`src/rtl/acfx_pkg.sv`:
```
// Shared types, channel layout constants and message codes of the selection controller.
package acfx_pkg;

    localparam int AMP_CHANNELS = 4;
    localparam int CAB_CHANNELS = 4;
    localparam int FX_CHANNELS  = 4;
    localparam int ALL_CHANNELS = AMP_CHANNELS + CAB_CHANNELS + FX_CHANNELS;
    localparam int AMP_FIRST    = 0;
    localparam int CAB_FIRST    = AMP_CHANNELS;
    localparam int FX_FIRST     = AMP_CHANNELS + CAB_CHANNELS;

    localparam int OP_W   = 3;
    localparam int CH_W   = 4;
    localparam int IDX_W  = 2;
    localparam int MASK_W = 12;
    localparam int FXM_W  = 4;
    localparam int MSG_W  = 3;

    typedef enum logic [OP_W-1:0] {
        OP_REFRESH   = 3'd0,
        OP_CABLE_IN  = 3'd1,
        OP_CABLE_OUT = 3'd2,
        OP_SELECT    = 3'd3,
        OP_DESELECT  = 3'd4,
        OP_CLICK     = 3'd5
    } op_t;

    typedef enum logic [MSG_W-1:0] {
        MSG_NONE    = 3'd0,
        MSG_CAB_OUT = 3'd1,
        MSG_NO_CAB  = 3'd2,
        MSG_AMP_OUT = 3'd3,
        MSG_NO_AMP  = 3'd4
    } msg_t;

    typedef struct packed {
        logic [MASK_W-1:0]      conn;
        logic                   amp_valid;
        logic [IDX_W-1:0]       amp_choice;
        logic                   cab_valid;
        logic [IDX_W-1:0]       cab_choice;
        logic [FX_CHANNELS-1:0] fx;
    } acfx_state_t;

    typedef struct packed {
        logic [MASK_W-1:0] relay_mask;
        logic [MASK_W-1:0] connected_mask;
        logic              amp_selected;
        logic [IDX_W-1:0]  amp_index;
        logic              cab_selected;
        logic [IDX_W-1:0]  cab_index;
        logic [FXM_W-1:0]  fx_mask;
        logic [MSG_W-1:0]  message;
        logic              error;
    } acfx_result_t;

endpackage

```
`src/rtl/acfx_evt_if.sv`:
```
// Event channel interface: valid, ready and the op and channel fields.
interface acfx_evt_if;
    logic                     valid;
    logic                     ready;
    logic [acfx_pkg::OP_W-1:0] op;
    logic [acfx_pkg::CH_W-1:0] channel;

    modport source (output valid, output op, output channel, input ready);
    modport sink   (input valid, input op, input channel, output ready);
endinterface

```
`src/rtl/acfx_res_if.sv`:
```
// Result channel interface: valid, ready and the result fields.
interface acfx_res_if;
    logic                         valid;
    logic                         ready;
    logic [acfx_pkg::MASK_W-1:0]  relay_mask;
    logic [acfx_pkg::MASK_W-1:0]  connected_mask;
    logic                         amp_selected;
    logic [acfx_pkg::IDX_W-1:0]   amp_index;
    logic                         cab_selected;
    logic [acfx_pkg::IDX_W-1:0]   cab_index;
    logic [acfx_pkg::FXM_W-1:0]   fx_mask;
    logic [acfx_pkg::MSG_W-1:0]   message;
    logic                         error;

    modport source (output valid, output relay_mask, output connected_mask,
                    output amp_selected, output amp_index, output cab_selected,
                    output cab_index, output fx_mask, output message, output error,
                    input ready);
    modport sink   (input valid, input relay_mask, input connected_mask,
                    input amp_selected, input amp_index, input cab_selected,
                    input cab_index, input fx_mask, input message, input error,
                    output ready);
endinterface

```
`src/rtl/acfx_core.sv`:
```
// Combinational event update and consolidation of the selection state.
module acfx_core (
    input  acfx_pkg::acfx_state_t      state,
    input  logic [acfx_pkg::OP_W-1:0]  op,
    input  logic [acfx_pkg::CH_W-1:0]  channel,
    output acfx_pkg::acfx_state_t      state_next,
    output acfx_pkg::acfx_result_t     result
);

    always_comb
    begin
        logic [acfx_pkg::MASK_W-1:0]       conn;
        logic                              amp_v;
        logic [acfx_pkg::IDX_W-1:0]        amp_c;
        logic                              cab_v;
        logic [acfx_pkg::IDX_W-1:0]        cab_c;
        logic [acfx_pkg::FX_CHANNELS-1:0]  fx;
        logic [acfx_pkg::FX_CHANNELS-1:0]  fx_sel;
        logic [acfx_pkg::CH_W-1:0]         cab_off;
        logic [acfx_pkg::CH_W-1:0]         fx_off;
        logic                              in_range;
        logic                              plugged;
        logic                              err;
        logic [acfx_pkg::MSG_W-1:0]        msg;
        logic [acfx_pkg::MASK_W-1:0]       relays;
        logic [acfx_pkg::CH_W-1:0]         amp_ch;
        logic [acfx_pkg::CH_W-1:0]         cab_ch;

        conn     = state.conn;
        amp_v    = state.amp_valid;
        amp_c    = state.amp_choice;
        cab_v    = state.cab_valid;
        cab_c    = state.cab_choice;
        fx       = state.fx;
        err      = 1'b0;
        msg      = acfx_pkg::MSG_NONE;
        relays   = '0;
        in_range = channel < acfx_pkg::CH_W'(acfx_pkg::ALL_CHANNELS);
        plugged  = in_range && state.conn[channel];
        cab_off  = channel - acfx_pkg::CH_W'(acfx_pkg::CAB_FIRST);
        fx_off   = channel - acfx_pkg::CH_W'(acfx_pkg::FX_FIRST);
        fx_sel   = acfx_pkg::FX_CHANNELS'(1) << fx_off;

        case (op)
            acfx_pkg::OP_CABLE_IN:
            begin
                if (in_range)
                    conn[channel] = 1'b1;
            end
            acfx_pkg::OP_CABLE_OUT:
            begin
                if (in_range)
                    conn[channel] = 1'b0;
            end
            acfx_pkg::OP_SELECT, acfx_pkg::OP_DESELECT, acfx_pkg::OP_CLICK:
            begin
                if (in_range)
                begin
                    if (channel < acfx_pkg::CH_W'(acfx_pkg::CAB_FIRST))
                    begin
                        if (op != acfx_pkg::OP_DESELECT && plugged)
                        begin
                            amp_v = 1'b1;
                            amp_c = channel[acfx_pkg::IDX_W-1:0];
                        end
                    end
                    else if (channel < acfx_pkg::CH_W'(acfx_pkg::FX_FIRST))
                    begin
                        if (op != acfx_pkg::OP_DESELECT && plugged)
                        begin
                            cab_v = 1'b1;
                            cab_c = cab_off[acfx_pkg::IDX_W-1:0];
                        end
                    end
                    else if (op == acfx_pkg::OP_SELECT)
                    begin
                        if (plugged)
                            fx = fx | fx_sel;
                    end
                    else if (op == acfx_pkg::OP_DESELECT)
                    begin
                        fx = fx & ~fx_sel;
                    end
                    else if ((fx & fx_sel) != '0)
                    begin
                        fx = fx & ~fx_sel;
                    end
                    else if (plugged)
                    begin
                        fx = fx | fx_sel;
                    end
                end
            end
            default:
            begin
            end
        endcase

        // A cab whose cable was pulled is dropped before the fallback search.
        cab_ch = acfx_pkg::CH_W'(acfx_pkg::CAB_FIRST) + acfx_pkg::CH_W'(cab_c);
        if (cab_v && !conn[cab_ch])
        begin
            cab_v = 1'b0;
            cab_c = '0;
            msg   = acfx_pkg::MSG_CAB_OUT;
            err   = 1'b1;
        end
        if (!cab_v)
        begin
            for (int i = acfx_pkg::CAB_CHANNELS - 1; i >= 0; i--)
            begin
                if (conn[acfx_pkg::CAB_FIRST + i])
                begin
                    cab_v = 1'b1;
                    cab_c = acfx_pkg::IDX_W'(i);
                end
            end
        end

        if (!cab_v)
        begin
            if (amp_v)
            begin
                amp_v = 1'b0;
                amp_c = '0;
                msg   = acfx_pkg::MSG_NO_CAB;
                err   = 1'b1;
            end
        end
        else
        begin
            amp_ch = acfx_pkg::CH_W'(acfx_pkg::AMP_FIRST) + acfx_pkg::CH_W'(amp_c);
            if (amp_v && !conn[amp_ch])
            begin
                amp_v = 1'b0;
                amp_c = '0;
                if (!err)
                begin
                    msg = acfx_pkg::MSG_AMP_OUT;
                    err = 1'b1;
                end
            end
            if (!amp_v)
            begin
                for (int i = acfx_pkg::AMP_CHANNELS - 1; i >= 0; i--)
                begin
                    if (conn[acfx_pkg::AMP_FIRST + i])
                    begin
                        amp_v = 1'b1;
                        amp_c = acfx_pkg::IDX_W'(i);
                    end
                end
            end
            if (!amp_v && !err)
            begin
                msg = acfx_pkg::MSG_NO_AMP;
                err = 1'b1;
            end
        end

        amp_ch = acfx_pkg::CH_W'(acfx_pkg::AMP_FIRST) + acfx_pkg::CH_W'(amp_c);
        cab_ch = acfx_pkg::CH_W'(acfx_pkg::CAB_FIRST) + acfx_pkg::CH_W'(cab_c);
        if (amp_v && conn[amp_ch])
            relays[amp_ch] = 1'b1;
        if (cab_v && conn[cab_ch])
            relays[cab_ch] = 1'b1;
        for (int i = 0; i < acfx_pkg::FX_CHANNELS; i++)
        begin
            if (fx[i] && conn[acfx_pkg::FX_FIRST + i])
                relays[acfx_pkg::FX_FIRST + i] = 1'b1;
        end

        state_next.conn       = conn;
        state_next.amp_valid  = amp_v;
        state_next.amp_choice = amp_c;
        state_next.cab_valid  = cab_v;
        state_next.cab_choice = cab_c;
        state_next.fx         = fx;

        result.relay_mask     = relays;
        result.connected_mask = conn;
        result.amp_selected   = amp_v;
        result.amp_index      = amp_v ? amp_c : '0;
        result.cab_selected   = cab_v;
        result.cab_index      = cab_v ? cab_c : '0;
        result.fx_mask        = acfx_pkg::FXM_W'(fx);
        result.message        = msg;
        result.error          = err;
    end

endmodule

```
`src/rtl/amp_cab_fx_selection_controller_unit.sv`:
```
// Top level of the amp, cab and effect selection controller.
// Accepted events enter the input stage; their results then load the result register.
// Throughput: one event per cycle unless res.ready stalls the output; the selection
// state is updated in the same cycle the result register loads, so the next event
// sees it at once. Reset (rst_n low, asynchronous) clears the connected mask,
// both choices, the effect bits and both pipeline valid flags.
module amp_cab_fx_selection_controller_unit (
    input  logic               clk,
    input  logic               rst_n,
    acfx_evt_if.sink           evt,
    acfx_res_if.source         res
);

    logic                           s1_valid_reg;
    logic [acfx_pkg::OP_W-1:0]      s1_op_reg;
    logic [acfx_pkg::CH_W-1:0]      s1_channel_reg;
    acfx_pkg::acfx_state_t          state_reg;
    acfx_pkg::acfx_state_t          state_next;
    acfx_pkg::acfx_result_t         result_next;
    acfx_pkg::acfx_result_t         result_reg;
    logic                           out_valid_reg;
    logic                           advance;

    // The input stage moves on whenever the result register is free or being drained.
    assign advance   = s1_valid_reg && (!out_valid_reg || res.ready);
    assign evt.ready = !s1_valid_reg || advance;

    acfx_core u_core (
        .state      (state_reg),
        .op         (s1_op_reg),
        .channel    (s1_channel_reg),
        .state_next (state_next),
        .result     (result_next)
    );

    always_ff @(posedge clk or negedge rst_n)
    begin
        if (!rst_n)
        begin
            s1_valid_reg  <= 1'b0;
            out_valid_reg <= 1'b0;
            state_reg     <= '0;
        end
        else
        begin
            if (evt.ready)
                s1_valid_reg <= evt.valid;
            if (advance)
            begin
                out_valid_reg <= 1'b1;
                state_reg     <= state_next;
            end
            else if (res.ready)
            begin
                out_valid_reg <= 1'b0;
            end
        end
    end

    always_ff @(posedge clk)
    begin
        if (evt.ready && evt.valid)
        begin
            s1_op_reg      <= evt.op;
            s1_channel_reg <= evt.channel;
        end
        if (advance)
            result_reg <= result_next;
    end

    assign res.valid          = out_valid_reg;
    assign res.relay_mask     = result_reg.relay_mask;
    assign res.connected_mask = result_reg.connected_mask;
    assign res.amp_selected   = result_reg.amp_selected;
    assign res.amp_index      = result_reg.amp_index;
    assign res.cab_selected   = result_reg.cab_selected;
    assign res.cab_index      = result_reg.cab_index;
    assign res.fx_mask        = result_reg.fx_mask;
    assign res.message        = result_reg.message;
    assign res.error          = result_reg.error;

    a_amp_needs_cab: assert property (@(posedge clk) disable iff (!rst_n)
        state_reg.amp_valid |-> state_reg.cab_valid)
        else $error("amp chosen while no cab is chosen");

    a_error_matches_message: assert property (@(posedge clk) disable iff (!rst_n)
        out_valid_reg |-> (result_reg.error == (result_reg.message != acfx_pkg::MSG_NONE)))
        else $error("error flag disagrees with message code");

    a_relay_needs_cable: assert property (@(posedge clk) disable iff (!rst_n)
        out_valid_reg |-> ((result_reg.relay_mask & ~result_reg.connected_mask) == '0))
        else $error("relay energized on an unplugged channel");

    a_stalled_result_held: assert property (@(posedge clk) disable iff (!rst_n)
        (out_valid_reg && !res.ready) |=> (out_valid_reg && $stable(result_reg)))
        else $error("stalled result register changed");

endmodule

```
`src/flat_wrapper.sv`:
```
// flat-port wrapper written by rule: the top's interface ports become plain ports
module amp_cab_fx_selection_controller_unit_flat 
  (clk, rst_n, evt_valid, evt_op, evt_channel, evt_ready, res_valid, res_relay_mask, res_connected_mask, res_amp_selected, res_amp_index, res_cab_selected, res_cab_index, res_fx_mask, res_message, res_error, res_ready);
  acfx_evt_if evt_i ();
  acfx_res_if res_i ();
  input  logic clk;
  input  logic rst_n;
  input wire logic [$bits(evt_i.valid)-1:0] evt_valid;
  input wire logic [$bits(evt_i.op)-1:0] evt_op;
  input wire logic [$bits(evt_i.channel)-1:0] evt_channel;
  output wire logic [$bits(evt_i.ready)-1:0] evt_ready;
  output wire logic [$bits(res_i.valid)-1:0] res_valid;
  output wire logic [$bits(res_i.relay_mask)-1:0] res_relay_mask;
  output wire logic [$bits(res_i.connected_mask)-1:0] res_connected_mask;
  output wire logic [$bits(res_i.amp_selected)-1:0] res_amp_selected;
  output wire logic [$bits(res_i.amp_index)-1:0] res_amp_index;
  output wire logic [$bits(res_i.cab_selected)-1:0] res_cab_selected;
  output wire logic [$bits(res_i.cab_index)-1:0] res_cab_index;
  output wire logic [$bits(res_i.fx_mask)-1:0] res_fx_mask;
  output wire logic [$bits(res_i.message)-1:0] res_message;
  output wire logic [$bits(res_i.error)-1:0] res_error;
  input wire logic [$bits(res_i.ready)-1:0] res_ready;
  assign evt_i.valid = evt_valid;
  assign evt_i.op = evt_op;
  assign evt_i.channel = evt_channel;
  assign evt_ready = evt_i.ready;
  assign res_valid = res_i.valid;
  assign res_relay_mask = res_i.relay_mask;
  assign res_connected_mask = res_i.connected_mask;
  assign res_amp_selected = res_i.amp_selected;
  assign res_amp_index = res_i.amp_index;
  assign res_cab_selected = res_i.cab_selected;
  assign res_cab_index = res_i.cab_index;
  assign res_fx_mask = res_i.fx_mask;
  assign res_message = res_i.message;
  assign res_error = res_i.error;
  assign res_i.ready = res_ready;
  amp_cab_fx_selection_controller_unit u_core (.clk(clk), .rst_n(rst_n), .evt(evt_i), .res(res_i));
endmodule
```
`config.mk`:
```
export PLATFORM = sky130hd
export DESIGN_NAME = amp_cab_fx_selection_controller_unit_flat
export DESIGN_NICKNAME = d
export VERILOG_FILES = /design/src/rtl/acfx_pkg.sv /design/src/rtl/acfx_evt_if.sv /design/src/rtl/acfx_res_if.sv /design/src/rtl/acfx_core.sv /design/src/rtl/amp_cab_fx_selection_controller_unit.sv /design/src/flat_wrapper.sv
export SDC_FILE = /design/constraint.sdc
export NUM_CORES = 1
export LEC_CHECK = 0
export BUFFER_PORTS_ARGS = -buffer_cell sky130_fd_sc_hd__clkbuf_2
export CAP_MARGIN = 20
export CORE_MARGIN = 2
export CORE_UTILIZATION = 30
export DETAILED_ROUTE_END_ITERATION = 16
export PLACE_DENSITY = 0.53
export SYNTH_ARGS = -nofsm -noshare
export SYNTH_HDL_FRONTEND = slang
export SYNTH_SLANG_ARGS = --single-unit
```
`constraint.sdc`:
```
create_clock -name clk -period 3.2 [get_ports clk]
set_input_delay 0 -clock clk [delete_from_list [all_inputs] [get_ports clk]]
set_output_delay 0 -clock clk [all_outputs]
set_load 0.03 [all_outputs]
```
---- Word-level counts from Yosys, hierarchy flattened ----
Index checks and enable logic that the tools add are counted.
Widths: inputs -> output; s select.
storage, ports and cells
  register bits after elaboration ......... 69
  bits of input ports ..................... 11
  output and inout port bits .............. 40
  word-level logic and storage cells ...... 170
operators by class
  add/sub/neg operators ................... 4
  $lt $le $gt $ge ......................... 11
  equality and inequality tests ........... 6
  shifts and indexed selects .............. 1
  mux-type cells .......................... 90
  bitwise operators ....................... 8
  reductions and logical operators ........ 27
operators with widths
  operator             count
  $mux 2               23
  $mux 1               41
  $mux 12              3
  $mux 4               9
  $or 12x12->12        2
  $pmux 12 s2          1
  $logic_and 1x1->1    16
  $lt 4x5->1 const B   3
  $mux 3               5
  $and 12x12->12       1
  $bmux 1 s4           3
  $not 12->12          1
  $lt 2x5->1 const B   2
  $add 3x2->4 const A  2
  $and 4x4->4          2
  $demux 1 s4          2
  $ge 4x1->1 const B   2
  $lt 4x4->1 const B   2
  $eq 3x2->1 const B   2
  $eq 3x3->1 const B   2
  $logic_not 1->1      6
  $bmux 1 s2           2
  $lt 4x3->1 const B   1
  $not 4->4            1
  other kinds (12)     13

---- Logic depth before layout (Yosys ltp) ----
Gate-level depths: netlist of the first run.
  depth in word-level cells ............... 27
  depth in mapped cells ................... 11
  gate-level depth less buffers ........... 9

---- Modules after synthesis ----
Synthesis of the first run repeated with hierarchy kept, for this count alone.
second synthesis, totals
  cells, all modules ...................... 299
  area total of the unflattened synthesis .. 3736.1 um2
by module, submodules not included
  module                                times used  cells each  area an instance (um2)  seq. area each (um2)
  amp_cab_fx_selection_controller_unit  1           100         2348.5                  1951.9
  acfx_core                             1           199         1387.6                  0.0

---- Worst setup path before layout of the first run ----
No wires, ideal clock.
  path type ............................... reg2reg
  start point ............................. register u_core.s1_channel_reg[0] (netlist bit)
  end point ............................... register u_core.result_reg, in the netlist u_core.res.relay_mask[0] (data pin)
  library setup time ...................... 0.276 ns
  arrival ................................. 2.356 ns
  required time ........................... 2.924 ns
  path slack .............................. 0.568 ns
  cell stages (with the launch flop) ...... 9
  buffers on the path ..................... 1
  period minus slack after synthesis ...... 2.632 ns
  path through ............................ edfxtp_1 > buf_2 > mux4_2 > nand4_2 > mux2i_2 > mux2_4 > nor4b_1 > nor3b_2 > nor4b_2
on the way
  longest elaborated chain between the ends .. 27
  elaborated cells on any way between the ends .. 95
  those cells by class .................... 3 x add/sub; 9 x order compare; 68 x mux; 4 x bitwise; 11 x reduce/logical
RTL lines
  what                                                                   RTL line                                    source
  start: declaration                                                     amp_cab_fx_selection_controller_unit.sv:16  logic [acfx_pkg::CH_W-1:0] s1_channel_reg;
  start signal: assignment                                               amp_cab_fx_selection_controller_unit.sv:65  s1_channel_reg <= evt.channel;
  $bmux 1 s4                                                             acfx_core.sv:39                             plugged = in_range && state.conn[channel];
  $mux 1 (not written as such)                                           acfx_core.sv:39
  $logic_and 1x1->1                                                      acfx_core.sv:39
  $logic_and 1x1->1                                                      acfx_core.sv:61, acfx_core.sv:69
  $mux 2                                                                 acfx_core.sv:69                             if (op != acfx_pkg::OP_DESELECT && plugged)
  $mux 2                                                                 acfx_core.sv:67                             else if (channel < acfx_pkg::CH_W'(acfx_pkg::FX_FIRST))
  $mux 2                                                                 acfx_core.sv:59                             if (channel < acfx_pkg::CH_W'(acfx_pkg::CAB_FIRST))
  $mux 2                                                                 acfx_core.sv:57                             if (in_range)
  [... 11 more ...]                                                      n/a
  $mux 2                                                                 acfx_core.sv:108                            if (!cab_v)
  $add 3x2->4                                                            acfx_core.sv:162                            cab_ch = acfx_pkg::CH_W'(acfx_pkg::CAB_FIRST) + acfx_pkg::CH_W'(cab_c);
  $lt 4x5->1 (not written as such) / $ge 4x1->1 (equally long branches)  acfx_core.sv:166                            relays[cab_ch] = 1'b1;
  $logic_and 1x1->1 (not written as such)                                acfx_core.sv:166
  $mux 1 (not written as such)                                           acfx_core.sv:166
  $demux 1 s4                                                            acfx_core.sv:166
  $or 12x12->12 (no line)                                                n/a
  $mux 12 *                                                              acfx_core.sv:165                            if (cab_v && conn[cab_ch])
  end signal: assignment                                                 amp_cab_fx_selection_controller_unit.sv:68  result_reg <= result_next;
  end: declaration                                                       amp_cab_fx_selection_controller_unit.sv:20  acfx_pkg::acfx_result_t result_reg;
Every way passes the cells marked *; elsewhere a longest branch is shown, timed or not. The select of a mux whose other input is x is not followed.
A chain may end at the register's enable or synchronous reset.

---- Final worst setup path of the first run ----
  start point ............................. register u_core.s1_op_reg[2] (netlist bit)
  end point ............................... register u_core.result_reg, in the netlist u_core.res.relay_mask[0] (data pin)
on the way
  longest elaborated chain between the ends .. 25
  elaborated cells on any way between the ends .. 85
  those cells by class .................... 2 x add/sub; 4 x order compare; 6 x eq/ne; 62 x mux; 1 x bitwise; 10 x reduce/logical
RTL lines
  what                                                                   RTL line                                    source
  start: declaration                                                     amp_cab_fx_selection_controller_unit.sv:15  logic [acfx_pkg::OP_W-1:0] s1_op_reg;
  start signal: assignment                                               amp_cab_fx_selection_controller_unit.sv:64  s1_op_reg <= evt.op;
  $ne 3x3->1                                                             acfx_core.sv:61, acfx_core.sv:69
  $logic_and 1x1->1                                                      acfx_core.sv:61, acfx_core.sv:69
  $mux 2                                                                 acfx_core.sv:69
  $mux 2                                                                 acfx_core.sv:67
  $mux 2                                                                 acfx_core.sv:59
  $mux 2                                                                 acfx_core.sv:57
  $mux 2                                                                 acfx_core.sv:44                             case (op)
  $add 3x2->4                                                            acfx_core.sv:100                            cab_ch = acfx_pkg::CH_W'(acfx_pkg::CAB_FIRST) + acfx_pkg::CH_W'(cab_c);
  [... 9 more ...]                                                       n/a
  $mux 2                                                                 acfx_core.sv:108
  $add 3x2->4                                                            acfx_core.sv:162
  $lt 4x5->1 (not written as such) / $ge 4x1->1 (equally long branches)  acfx_core.sv:166
  $logic_and 1x1->1 (not written as such)                                acfx_core.sv:166
  $mux 1 (not written as such)                                           acfx_core.sv:166
  $demux 1 s4                                                            acfx_core.sv:166
  $or 12x12->12 (no line)                                                n/a
  $mux 12 *                                                              acfx_core.sv:165
Marks and branches as above.

==> results of run 1 <==
==> metal layers <==
layer	routed length [um]	share of wire (%)	global-route usage (%)
met2	3500	45	20.0
met4	236	3.0	6.83
met1	3670	47	16.7
met5	0	0	0
met3	385	4.9	4.48
==> layout make-up <==
type / count / area, um2 / area share (%)
well taps: 143 / 179 / 4.16
clock buffers: 14 / 254 / 5.90
inverters: 13 / 48.8 / 1.13
multi-input cells: 223 / 1380 / 32.2
clock inverters: 2 / 33.8 / 0.785
flip-flops and latches: 69 / 1950 / 45.4
repair buffers: 73 / 450 / 10.5
==> cell families after synthesis <==
kind of cell	share of synthesized area, %
and+or+nand+nor	17.8
AOI/OAI and AO/OA	15.4
DFF	56.6
buffers and inverters	3.20
muxes	6.50
xor gates and xnor gates	0.472
==> metrics by stage <==
stage	power, uW	hold slack [ps]	util (%)	setup slack (ps)
global route	3170	285	38.0	165
detailed placement	2040	58.1	34.5	365
CTS	3030	242	38.0	347
floorplan	1820	-296	-	568
global placement	2020	55.2	34.5	506
finish	2990	223	38.0	329
==> cells in the final DEF (no fill, tap or decap), types with 3 or more instances in the layout <==
cell	netlist	routed
edfxtp_1	45	45
o21ai_0	30	30
inv_1	10	9
nand2_1	51	51
inv_2	3	4
clkbuf_1	6	4
dfrtp_1	24	24
mux4_2	3	3
mux2i_1	6	6
dlygate4sd3_1	0	11
mux2_2	6	6
nor3_1	3	3
nor2b_1	10	10
a21oi_1	15	15
nand3_1	4	4
clkbuf_16	0	9
nor2_1	20	20
a31oi_1	13	13
clkbuf_2	0	50
nand2b_1	8	8
a21o_1	6	6
o21ai_1	5	5
buf_4	0	12
==> path summary, 6_finish.rpt <==
| check | depth (start not counted) | end | start | slack, ps |
|---|---|---|---|---|
| worst max-delay path | 7 | u_core.res.relay_mask[0] | u_core.s1_op_reg[2] | 330 |
| worst min-delay path | 2 | u_core.s1_valid_reg | rst_n | 220 |
| worst max register to register | 7 | u_core.res.relay_mask[0] | u_core.s1_op_reg[2] | 330 |
| worst min register to register | 2 | u_core.state_reg[4] | u_core.state_reg[4] | 490 |
| max in group asynchronous | 2 | u_core.state_reg[7] | rst_n | 2560 |
| min in group clk | 2 | u_core.s1_channel_reg[2] | evt_channel[2] | 380 |
==> power breakdown <==
part           switching, uW  total, uW  internal (uW)
clock                    338        960            622
sequential               105       1240           1140
combinational            504        790            287
total                    946       2990           2050
==> run_results.csv, run 1 <==
group,metric,value,unit
logic_synthesis,dominantRegCellSynth,"edfxtp_1",
timing,clock_skew,5.15,ps
cts,postCtsResizedCells,0,
drt,iteration_0_drc_count_of_the_detailed_router,133,
final_layout,drive_gt1_share,24.9,%
die,chipWidth,111,um
die,pin_count,51,
drt,firstDrtPassIters,4,
logic_synthesis,yosysTopAreaCellShare,39.2,%
setup_path,crit_type,"reg -> reg",
timing,remaining_max_slew_budget_at_the_tightest_pin,51.5,%
cts,cts_root_buffer,"clkbuf_16",
cts,insertion_delay_to_the_later_sink_of_the_worst_skew_pair,340,ps
run,cap_violations,0,
logic_synthesis,yosys_warnings,0,
setup_path,critPathTopFamily,"simple AND/OR/NAND/NOR gates",
final_layout,layout.nets,400,
cts,clock_sinks,69,
logic_synthesis,post-synth-top-count-cell,"nand2_1",
setup_path,worst-endpoint-arrival,3030,ps
drt,routed_wl,7790,um
setup_path,critical_path_buf_inv_count,0,
logic_synthesis,synth.net_count,330,
setup_path,start_kind,"register",
setup_path,critical_path.cell_chain,"xor2_2 > nand4_2 > mux2i_2 > mux2_4 > a32oi_1 > nor3b_2 > nor4b_2",
cts,cts_post_setup_buffers_inserted,0,
logic_synthesis,synthDominantAreaCellType,"edfxtp_1",
logic_synthesis,sequential_fraction_of_the_synthesis_area,56.6,%
final_layout,layout.cells.non_filler,537,
status,run_status,"finished clean",
grt,grt_first_pass_wirelength,12700,um
grt,gr-usage-all-layers,13.2,%
die,initial_standard_cell_utilization_of_the_core,30.4,%
timing,setup_repair_after_global_routing_missed_its_margin,"false",
die,num_rows,39,
placement,numPortBuffers,50,
pwr,p_leak,0.00178,uW
die,floorplan.core_area,11300,um2
final_layout,n_fill_cell,1147,
logic_synthesis,synthCells,319,
setup_path,timing.critical_path.to_type,"register",
grt,grt_start_max_net_pins,37,
timing,setup_viol,0,
setup_path,cp_max_fo,10,
cts,cts-htree-levels,3,
final_layout,layout-area-overhead-vs-synth,24.8,%
timing,finalHoldViolations,0,
placement,dpl_cell_area,3900,um2
timing,timing_max_transition_violations_final,0,
final_layout,finalInstanceArea,4300,um2
setup_path,critical_path.max_stage_delay,550,ps
drt,route.vias.total,2636,
placement,dp_hpwl,5450,um
logic_synthesis,ys_top_cells_by_area,"edfxtp_1, dfrtp_1, nand2_1, o21ai_0, a31oi_1",
logic_synthesis,postSynth.asyncResetShare,34.8,%
final_layout,largest_register_ffs,22,
setup_path,worst-endpoint-required,3360,ps
die,die_h,111,um
timing,tightest_slew,726,ps
logic_synthesis,post_synth.cell_area_avg,10.8,um2
timing,final.period_utilization,89.7,%
drt,average_wire_per_standard_cell,14.5,um
placement,place.gp.congestion,0.843,
pwr,p_per_area,696,nW/um2
timing,timing.final.crit_period,2870,ps
hold_path,hold_path_class,"in -> async",
timing,tns,0,ps
placement,dp_cells,510,
cts,numCtsBuffers,9,
grt,first_global_vias,2525,
grt,grt_overflow_total,0,
drt,antenna_violating_nets_post_route,0,
timing,fmax,0.348,GHz
cts,holdBufCountCts,11,
logic_synthesis,synth.distinct_cells,56,
final_layout,antennaDiodeCount,0,
setup_path,slowest_stage,"edfxtp_1",
cts,clockBufferDepth,2,
grt,antenna_found_initial,0,
die,die_area,12400,um2
logic_synthesis,ys_seq_elements,69,
cts,cts_tree,"done",
logic_synthesis,synth_enable_flop_cells,45,
pwr,vdd_ir_drop_max,0.238,mV
cts,clock_transition_at_the_registers_of_the_reported_paths,50,ps
logic_synthesis,netlist_area,3450,um2
logic_synthesis,netlist_top_cells_count,"nand2_1, edfxtp_1, o21ai_0",
drt,drt-vias-per-instance,4.91,
drt,drc,0,
Power figures use the tool's default switching activity.
==> run 2, diff against run 1 <==
--- a/config.mk
+++ b/config.mk
@@ -8,9 +8,9 @@
 export BUFFER_PORTS_ARGS = -buffer_cell sky130_fd_sc_hd__clkbuf_2
 export CAP_MARGIN = 20
 export CORE_MARGIN = 2
-export CORE_UTILIZATION = 30
+export CORE_UTILIZATION = 57
 export DETAILED_ROUTE_END_ITERATION = 16
-export PLACE_DENSITY = 0.53
+export PLACE_DENSITY = 0.86
 export SYNTH_ARGS = -nofsm -noshare
 export SYNTH_HDL_FRONTEND = slang
 export SYNTH_SLANG_ARGS = --single-unit
==> run 2 against run 1 <==
  * Global-route usage grew 11 points
  * Clock skew up 0.61 ps
  * Register-to-register slack got worse by 140 ps
  * Worst setup slack worse by 140 ps
  * Final cell count is 13% lower
  * Sequential share of layout area up 2.0 points
  * Core utilization grew 32 points
  * Wire length shrank 6.0%
  * Via count up 4.6%
  * Sequential power barely moved
  * Flip-flop and latch count unchanged
  * Hold slack worse by 8.0 ps
  * Largest power group unchanged
  * Highest routed layer unchanged
==> run_results.csv, run 2 (synthesized netlist as in run 1, its figures left out) <==
group,metric,value,unit
status,run_status,"finished clean",
cts,clock_transition_at_the_registers_of_the_reported_paths,70,ps
final_layout,layout.nets,397,
timing,finalHoldViolations,0,
setup_path,crit_type,"reg -> reg",
run,cap_violations,0,
timing,timing.final.crit_period,3010,ps
hold_path,hold_path_class,"in -> async",
grt,first_global_vias,2554,
cts,cts_root_buffer,"clkbuf_8",
setup_path,r2r_setup_slack,190,ps
grt,gr-usage-all-layers,24.2,%
die,chipWidth,81.8,um
placement,numPortBuffers,50,
timing,final.period_utilization,94.0,%
pwr,p_per_area,679,nW/um2
pwr,design_power_total,2800,uW
cts,clockBufferDepth,2,
setup_path,worst-endpoint-arrival,3090,ps
drt,iteration_0_drc_count_of_the_detailed_router,219,
setup_path,critical_path_buf_inv_count,1,
setup_path,cp_num_cells,8,
placement,dp_cells,439,
final_layout,layout.cells.most_common,"nand2_1",
die,pin_count,51,
timing,fin_ws,192,ps
grt,grt_start_max_net_pins,36,
grt,antenna_found_initial,0,
final_layout,antennaDiodeCount,0,
timing,tightest_slew,873,ps
pwr,p_leak,0.00173,uW
timing,setup_repair_after_global_routing_missed_its_margin,"false",
grt,grt_first_pass_wirelength,12100,um
timing,remaining_max_slew_budget_at_the_tightest_pin,41.8,%
setup_path,critical_path.cell_chain,"or4b_1 > o21ai_0 > a21oi_1 > nor4_4 > a21o_1 > inv_2 > o21ai_2 > nor2_1",
final_layout,layout.cells.most_common_list,"nand2_1, clkbuf_2, edfxtp_1",
timing,setup_viol,0,
placement,detailedPlace.worstSlack,274,ps
setup_path,start_kind,"register",
drt,drt-vias-per-instance,5.91,
timing,clock_skew,5.76,ps
setup_path,critPathTopFamily,"simple AND/OR/NAND/NOR gates",
drt,route.vias.total,2756,
placement,place.gp.congestion,0.932,
die,die_area,6680,um2
setup_path,critical_path.endpoint,"u_core.res.relay_mask[3]",
final_layout,finalCoreUtilization,70.0,%
pwr,vdd_ir_drop_max,0.384,mV
cts,cts_tree,"done",
die,num_rows,28,
drt,drc,0,
setup_path,r2r_start,"u_core.s1_op_reg[0]",
setup_path,timing.critical_path.to_type,"register",
setup_path,startpoint,"u_core.s1_op_reg[0]",
setup_path,capture_instance_of_the_worst_register_to_register_path,"u_core.res.relay_mask[3]",
final_layout,layout.cells.non_filler,466,
final_layout,drive_gt1_share,25.1,%
setup_path,critical_path.max_stage_delay,650,ps
final_layout,largest_register_ffs,22,
placement,dp_hpwl,5090,um
setup_path,cp_max_fo,11,
timing,timing_max_transition_violations_final,0,
setup_path,worstRegToRegCells,8,
grt,grt_overflow_total,0,
cts,numCtsBuffers,9,
cts,postCtsResizedCells,0,
drt,routed_wl,7320,um
drt,firstDrtPassIters,5,
final_layout,n_fill_cell,437,
cts,cts-htree-levels,3,
setup_path,slowest_stage,"nor4_4",
timing,fmax,0.332,GHz
timing,tns,0,ps
die,floorplan.core_area,5890,um2
cts,insertion_delay_to_the_later_sink_of_the_worst_skew_pair,350,ps
cts,clock_sinks,69,
drt,average_wire_per_standard_cell,15.7,um
die,die_h,81.8,um
setup_path,worst-endpoint-required,3280,ps
die,initial_standard_cell_utilization_of_the_core,58.5,%
drt,antenna_violating_nets_post_route,0,
final_layout,layout-area-overhead-vs-synth,19.6,%
## run 2: changes by cell type in the layout (fill, tap and decap cells not counted), moves of 2 or more
cell	delta
clkbuf_8	+8
clkbuf_16	-9
buf_4	-3
clkinv_2	+2
clkbuf_1	-4
## run 2: worst reg2reg max path, stage by stage, from the launching register on
cell	delay (ps)
edfxtp_1	510
or4b_1	620
o21ai_0	200
a21oi_1	290
nor4_4	650
a21o_1	230
inv_2	70
o21ai_2	90
nor2_1	90
## run 2: repair_timing
| item | 4_1_cts | 5_1_grt |
|---|---|---|
| buffers inserted | 0 | 0 |
| hold buffers | 11 | 0 |
| endpoints found under the setup margin | 0 | 0 |
| hold endpoints to repair | 33 | 0 |
## run 2: how the worst min path moves through the flow
stage | start | end | slack (ps) | cells past startpoint
floorplan | rst_n | u_core.res.valid | -300 | 0
global placement | rst_n | u_core.res.valid | 30 | 1
detailed placement | rst_n | u_core.res.valid | 50 | 1
CTS | rst_n | u_core.res.valid | 210 | 2
global route | rst_n | u_core.res.valid | 270 | 2
finish | rst_n | u_core.res.valid | 220 | 2
## run 2: where the power goes
group / total [uW] / switching (uW) / internal, uW
sequential: 1240 / 105 / 1140
combinational: 802 / 517 / 285
clock: 756 / 322 / 434
total: 2800 / 945 / 1850
## run 2: layout make-up
type                    count  area (um2)  area share, %
repair buffers             70         428           10.4
inverters                  13        48.8           1.18
clock inverters             7        90.1           2.19
clock buffers               9         124           3.01
flip-flops and latches     69        1950           47.4
multi-input cells         223        1380           33.6
well taps                  75        93.8           2.28
## run 2: metrics by stage
stage               hold slack [ps]  area, um2
detailed placement             53.0       3800
CTS                             214       4120
global route                    268       4120
global placement               33.7       3800
finish                          215       4120
floorplan                      -296       3450
## run 2: metal layers
metal | vias to the layer above | share of wire (%) | global-route usage [%]
met3 | 20 | 7.3 | 5.16
met4 | 0 | 2.3 | 10.5
met5 | - | 0 | 0
met1 | 1293 | 42 | 31.8
li1 | 1301 | - | -
met2 | 142 | 49 | 38.9
==> run 3, diff against run 2 <==
--- a/config.mk
+++ b/config.mk
@@ -7,10 +7,13 @@
 export LEC_CHECK = 0
 export BUFFER_PORTS_ARGS = -buffer_cell sky130_fd_sc_hd__clkbuf_2
 export CAP_MARGIN = 20
+export CORE_ASPECT_RATIO = 1.5
 export CORE_MARGIN = 2
-export CORE_UTILIZATION = 57
+export CORE_UTILIZATION = 58
+export CTS_BUF_LIST = sky130_fd_sc_hd__clkbuf_16
 export DETAILED_ROUTE_END_ITERATION = 16
 export PLACE_DENSITY = 0.86
 export SYNTH_ARGS = -nofsm -noshare
 export SYNTH_HDL_FRONTEND = slang
+export SYNTH_HIERARCHICAL = 1
 export SYNTH_SLANG_ARGS = --single-unit
==> run 3 against run 2 <==
  * Maximum frequency is 2.1% higher
  * Combinational power is 29% lower
  * Die area is 6.4% higher
  * Count of clock-buffer cells in the layout stayed put
  * Area after synthesis is 8.4% higher
  * Critical path depth stayed put
  * Register-to-register slack better by 60 ps
  * Via count is 6.0% lower
  * Sequential power is 7% lower
  * Clock skew is 0.81 ps lower
  * Largest cell class unchanged
  * Largest power group unchanged
  * Highest routed layer unchanged
==> run_results.csv, run 3 <==
group,metric,value,unit
status,run_status,"finished clean",
cts,cts_root_buffer,"clkbuf_16",
pwr,comb_power_share,21.6,%
die,pin_count,51,
timing,setup_repair_after_global_routing_missed_its_margin,"false",
placement,dp_cells,403,
logic_synthesis,postSynth.asyncResetShare,34.8,%
cts,clock_sinks,69,
logic_synthesis,netlist_area,3740,um2
die,chipWidth,69.5,um
logic_synthesis,synth_top_family_by_area,"multiplexers",
cts,clockBufferDepth,2,
die,die_area,7110,um2
grt,first_global_vias,2525,
grt,grt_first_pass_wirelength,12200,um
setup_path,timing.critical_path.to_type,"register",
drt,drt-vias-per-instance,6.04,
die,die_h,102,um
run,cap_violations,0,
timing,timing_max_transition_violations_final,0,
logic_synthesis,synth_enable_flop_cells,45,
pwr,power.switching_fraction,27.8,%
drt,antenna_violating_nets_post_route,0,
setup_path,cp_max_fo,8,
grt,antenna_found_initial,0,
placement,place.gp.congestion,0.885,
pwr,p_int,1900,uW
setup_path,worst-endpoint-arrival,3160,ps
logic_synthesis,post_synthesis_share_of_cell_area_spent_on_and_or_nand_and_nor_gates,12.3,%
setup_path,slowest_stage,"edfxtp_1",
logic_synthesis,post-synth-top-count-cell,"edfxtp_1",
die,num_rows,35,
timing,remaining_max_slew_budget_at_the_tightest_pin,40.9,%
placement,dp_hpwl,4980,um
logic_synthesis,yosysTopAreaCellShare,36.2,%
cts,cts_post_setup_buffers_inserted,0,
drt,routed_wl,7330,um
logic_synthesis,sequential_fraction_of_the_synthesis_area,52.2,%
grt,grt_overflow_total,0,
logic_synthesis,ys_top_cells_by_area,"edfxtp_1, dfrtp_1, mux2_4, buf_4, mux2i_1",
final_layout,largest_register_ffs,22,
pwr,vdd_ir_drop_max,0.442,mV
hold_path,hold_path_class,"in -> async",
cts,cts_tree,"done",
timing,tightest_slew,886,ps
final_layout,layout.nets,361,
setup_path,worstRegToRegCells,8,
setup_path,crit_type,"reg -> reg",
logic_synthesis,synth.net_count,310,
setup_path,critical_path.cell_chain,"mux4_2 > nand4_1 > mux2_2 > a21oi_1 > o21bai_1 > a32oi_1 > a21oi_1 > mux2_4",
die,floorplan.core_area,6170,um2
setup_path,start_kind,"register",
cts,clock_transition_at_the_registers_of_the_reported_paths,50,ps
logic_synthesis,post_synth.cell_area_avg,12.5,um2
timing,clock_skew,4.95,ps
timing,setup_viol,0,
setup_path,critical_path.max_stage_delay,580,ps
die,initial_standard_cell_utilization_of_the_core,60.5,%
logic_synthesis,synthCells,299,
drt,drc,0,
logic_synthesis,ys_seq_elements,69,
logic_synthesis,synth-adder-area-share,0,%
logic_synthesis,synth_compound_area_share,13.6,%
cts,insertion_delay_to_the_later_sink_of_the_worst_skew_pair,330,ps
final_layout,n_fill_cell,431,
pwr,p_per_area,610,nW/um2
logic_synthesis,dominantRegCellSynth,"edfxtp_1",
setup_path,worst-endpoint-required,3410,ps
drt,firstDrtPassIters,4,
cts,numCtsBuffers,9,
pwr,power.sequential.fraction,43.6,%
final_layout,layout.cells.non_filler,429,
logic_synthesis,synthDominantAreaCellType,"edfxtp_1",
drt,average_wire_per_standard_cell,17.1,um
logic_synthesis,synth_xor_xnor_area_share,0.469,%
final_layout,drive_gt1_share,33.2,%
setup_path,timing.critical_path.mode_cell,"a21oi_1",
logic_synthesis,yosys_warnings,6,
drt,route.vias.total,2592,
pwr,clock_power_share,34.8,%
logic_synthesis,synthMuxAreaShare,14.4,%
drt,iteration_0_drc_count_of_the_detailed_router,227,
grt,grt_start_max_net_pins,39,
final_layout,layout-area-overhead-vs-synth,15.5,%
cts,cts-htree-levels,3,
timing,fmax,0.340,GHz
pwr,p_leak,0.00175,uW
pwr,power.net_switching,732,uW
timing,finalHoldViolations,0,
timing,final.period_utilization,92.0,%
grt,gr-usage-all-layers,22.2,%
final_layout,layout.cells.most_common_list,"clkbuf_2, edfxtp_1, dfrtp_1",
timing,tns,0,ps
timing,timing.final.crit_period,2940,ps
placement,numPortBuffers,50,
logic_synthesis,synth.distinct_cells,61,
final_layout,layout.cells.most_common,"clkbuf_2",
final_layout,antennaDiodeCount,0,
logic_synthesis,netlist_top_cells_count,"edfxtp_1, dfrtp_1, buf_4",
## run 3: cell count changes in the layout (fill, tap and decap cells not counted), sizes merged, moves of 4 or more
cell	previous run	this run
nand2	51	11
mux2	7	26
o21ai	36	19
a21o	6	0
nor2	20	14
a211oi	0	5
a31oi	13	8
nor3	4	9
and2	2	6
clkinv	5	1
o31ai	2	6
## run 3: per-layer routing
| metal | share of wire (%) | vias to the layer above | wire (um) | track usage [%] |
|---|---|---|---|---|
| met3 | 4.3 | 16 | 313 | 5.72 |
| met4 | 2.2 | 0 | 163 | 9.65 |
| met2 | 52 | 81 | 3780 | 37.9 |
| met1 | 42 | 1280 | 3070 | 26.7 |
| met5 | 0 | - | 0 | 0 |
| li1 | - | 1215 | - | - |
## run 3: per-stage QoR
| step | setup WS (ps) | total power [uW] | cell area [um2] | hold slack (ps) | utilization [%] |
|---|---|---|---|---|---|
| floorplan | 573 | 1610 | 3740 | -296 | - |
| detailed placement | 264 | 1720 | 3930 | 65.1 | 63.7 |
| global placement | 316 | 1690 | 3930 | 48.4 | 63.7 |
| CTS | 239 | 2640 | 4310 | 254 | 69.8 |
| global route | 78.1 | 2730 | 4320 | 296 | 69.9 |
| finish | 256 | 2630 | 4320 | 231 | 69.9 |
## run 3: cell families (layout without fill, tap and decap cells)
group / Yosys count / in the layout
AOI/OAI and AO/OA: 71 / 71
muxes: 38 / 38
xor gates and xnor gates: 2 / 2
buffers and inverters: 40 / 96
DFF: 69 / 69
and+or+nand+nor: 79 / 79
## run 3: path summary, 6_finish.rpt
check                                         start                       end  slack, ps
max                        u_core/s1_channel_reg[0]       u_core/state_reg[7]        260
max in group asynchronous                     rst_n       u_core/state_reg[5]       2530
min reg2reg                     u_core/state_reg[7]       u_core/state_reg[7]        520
min                                           rst_n       u_core/state_reg[3]        230
max reg2reg                u_core/s1_channel_reg[0]       u_core/state_reg[7]        260
min in group clk                     evt_channel[1]  u_core/s1_channel_reg[1]        390
## run 3: final cells by class
class                           instances  area (um2)  share of cell area (%)
Clock buffer                            9         225                    5.22
Clock inverter                          7        53.8                    1.25
Inverter                                9        33.8                   0.783
Multi-Input combinational cell        190        1530                    35.4
Sequential cell                        69        1950                    45.2
Tap cell                               74        92.6                    2.14
Timing Repair Buffer                   71         433                    10.0
## run 3: power by group through the flow
stage / Sequential [uW] / Combinational, uW / Clock [uW]
floorplan: 1260 / 355 / 0
finish: 1150 / 569 / 917
detailed placement: 1160 / 553 / 0
global route: 1160 / 609 / 961
global placement: 1160 / 537 / 0
CTS: 1150 / 564 / 930
## run 3: timing repair
| action | 4_1_cts | 5_1_grt |
|---|---|---|
| resized for setup | 0 | 1 |
| endpoints found under the setup margin | 0 | 1 |
| endpoints found under the hold margin | 33 | 0 |
| hold buffers | 10 | 0 |
## run 3: worst max-delay path: cells and delay by family (launching register included)
kind,cells,cell delay (ps)
mux,3,1270
compound gates,4,740
flops,1,580
simple gates,1,220
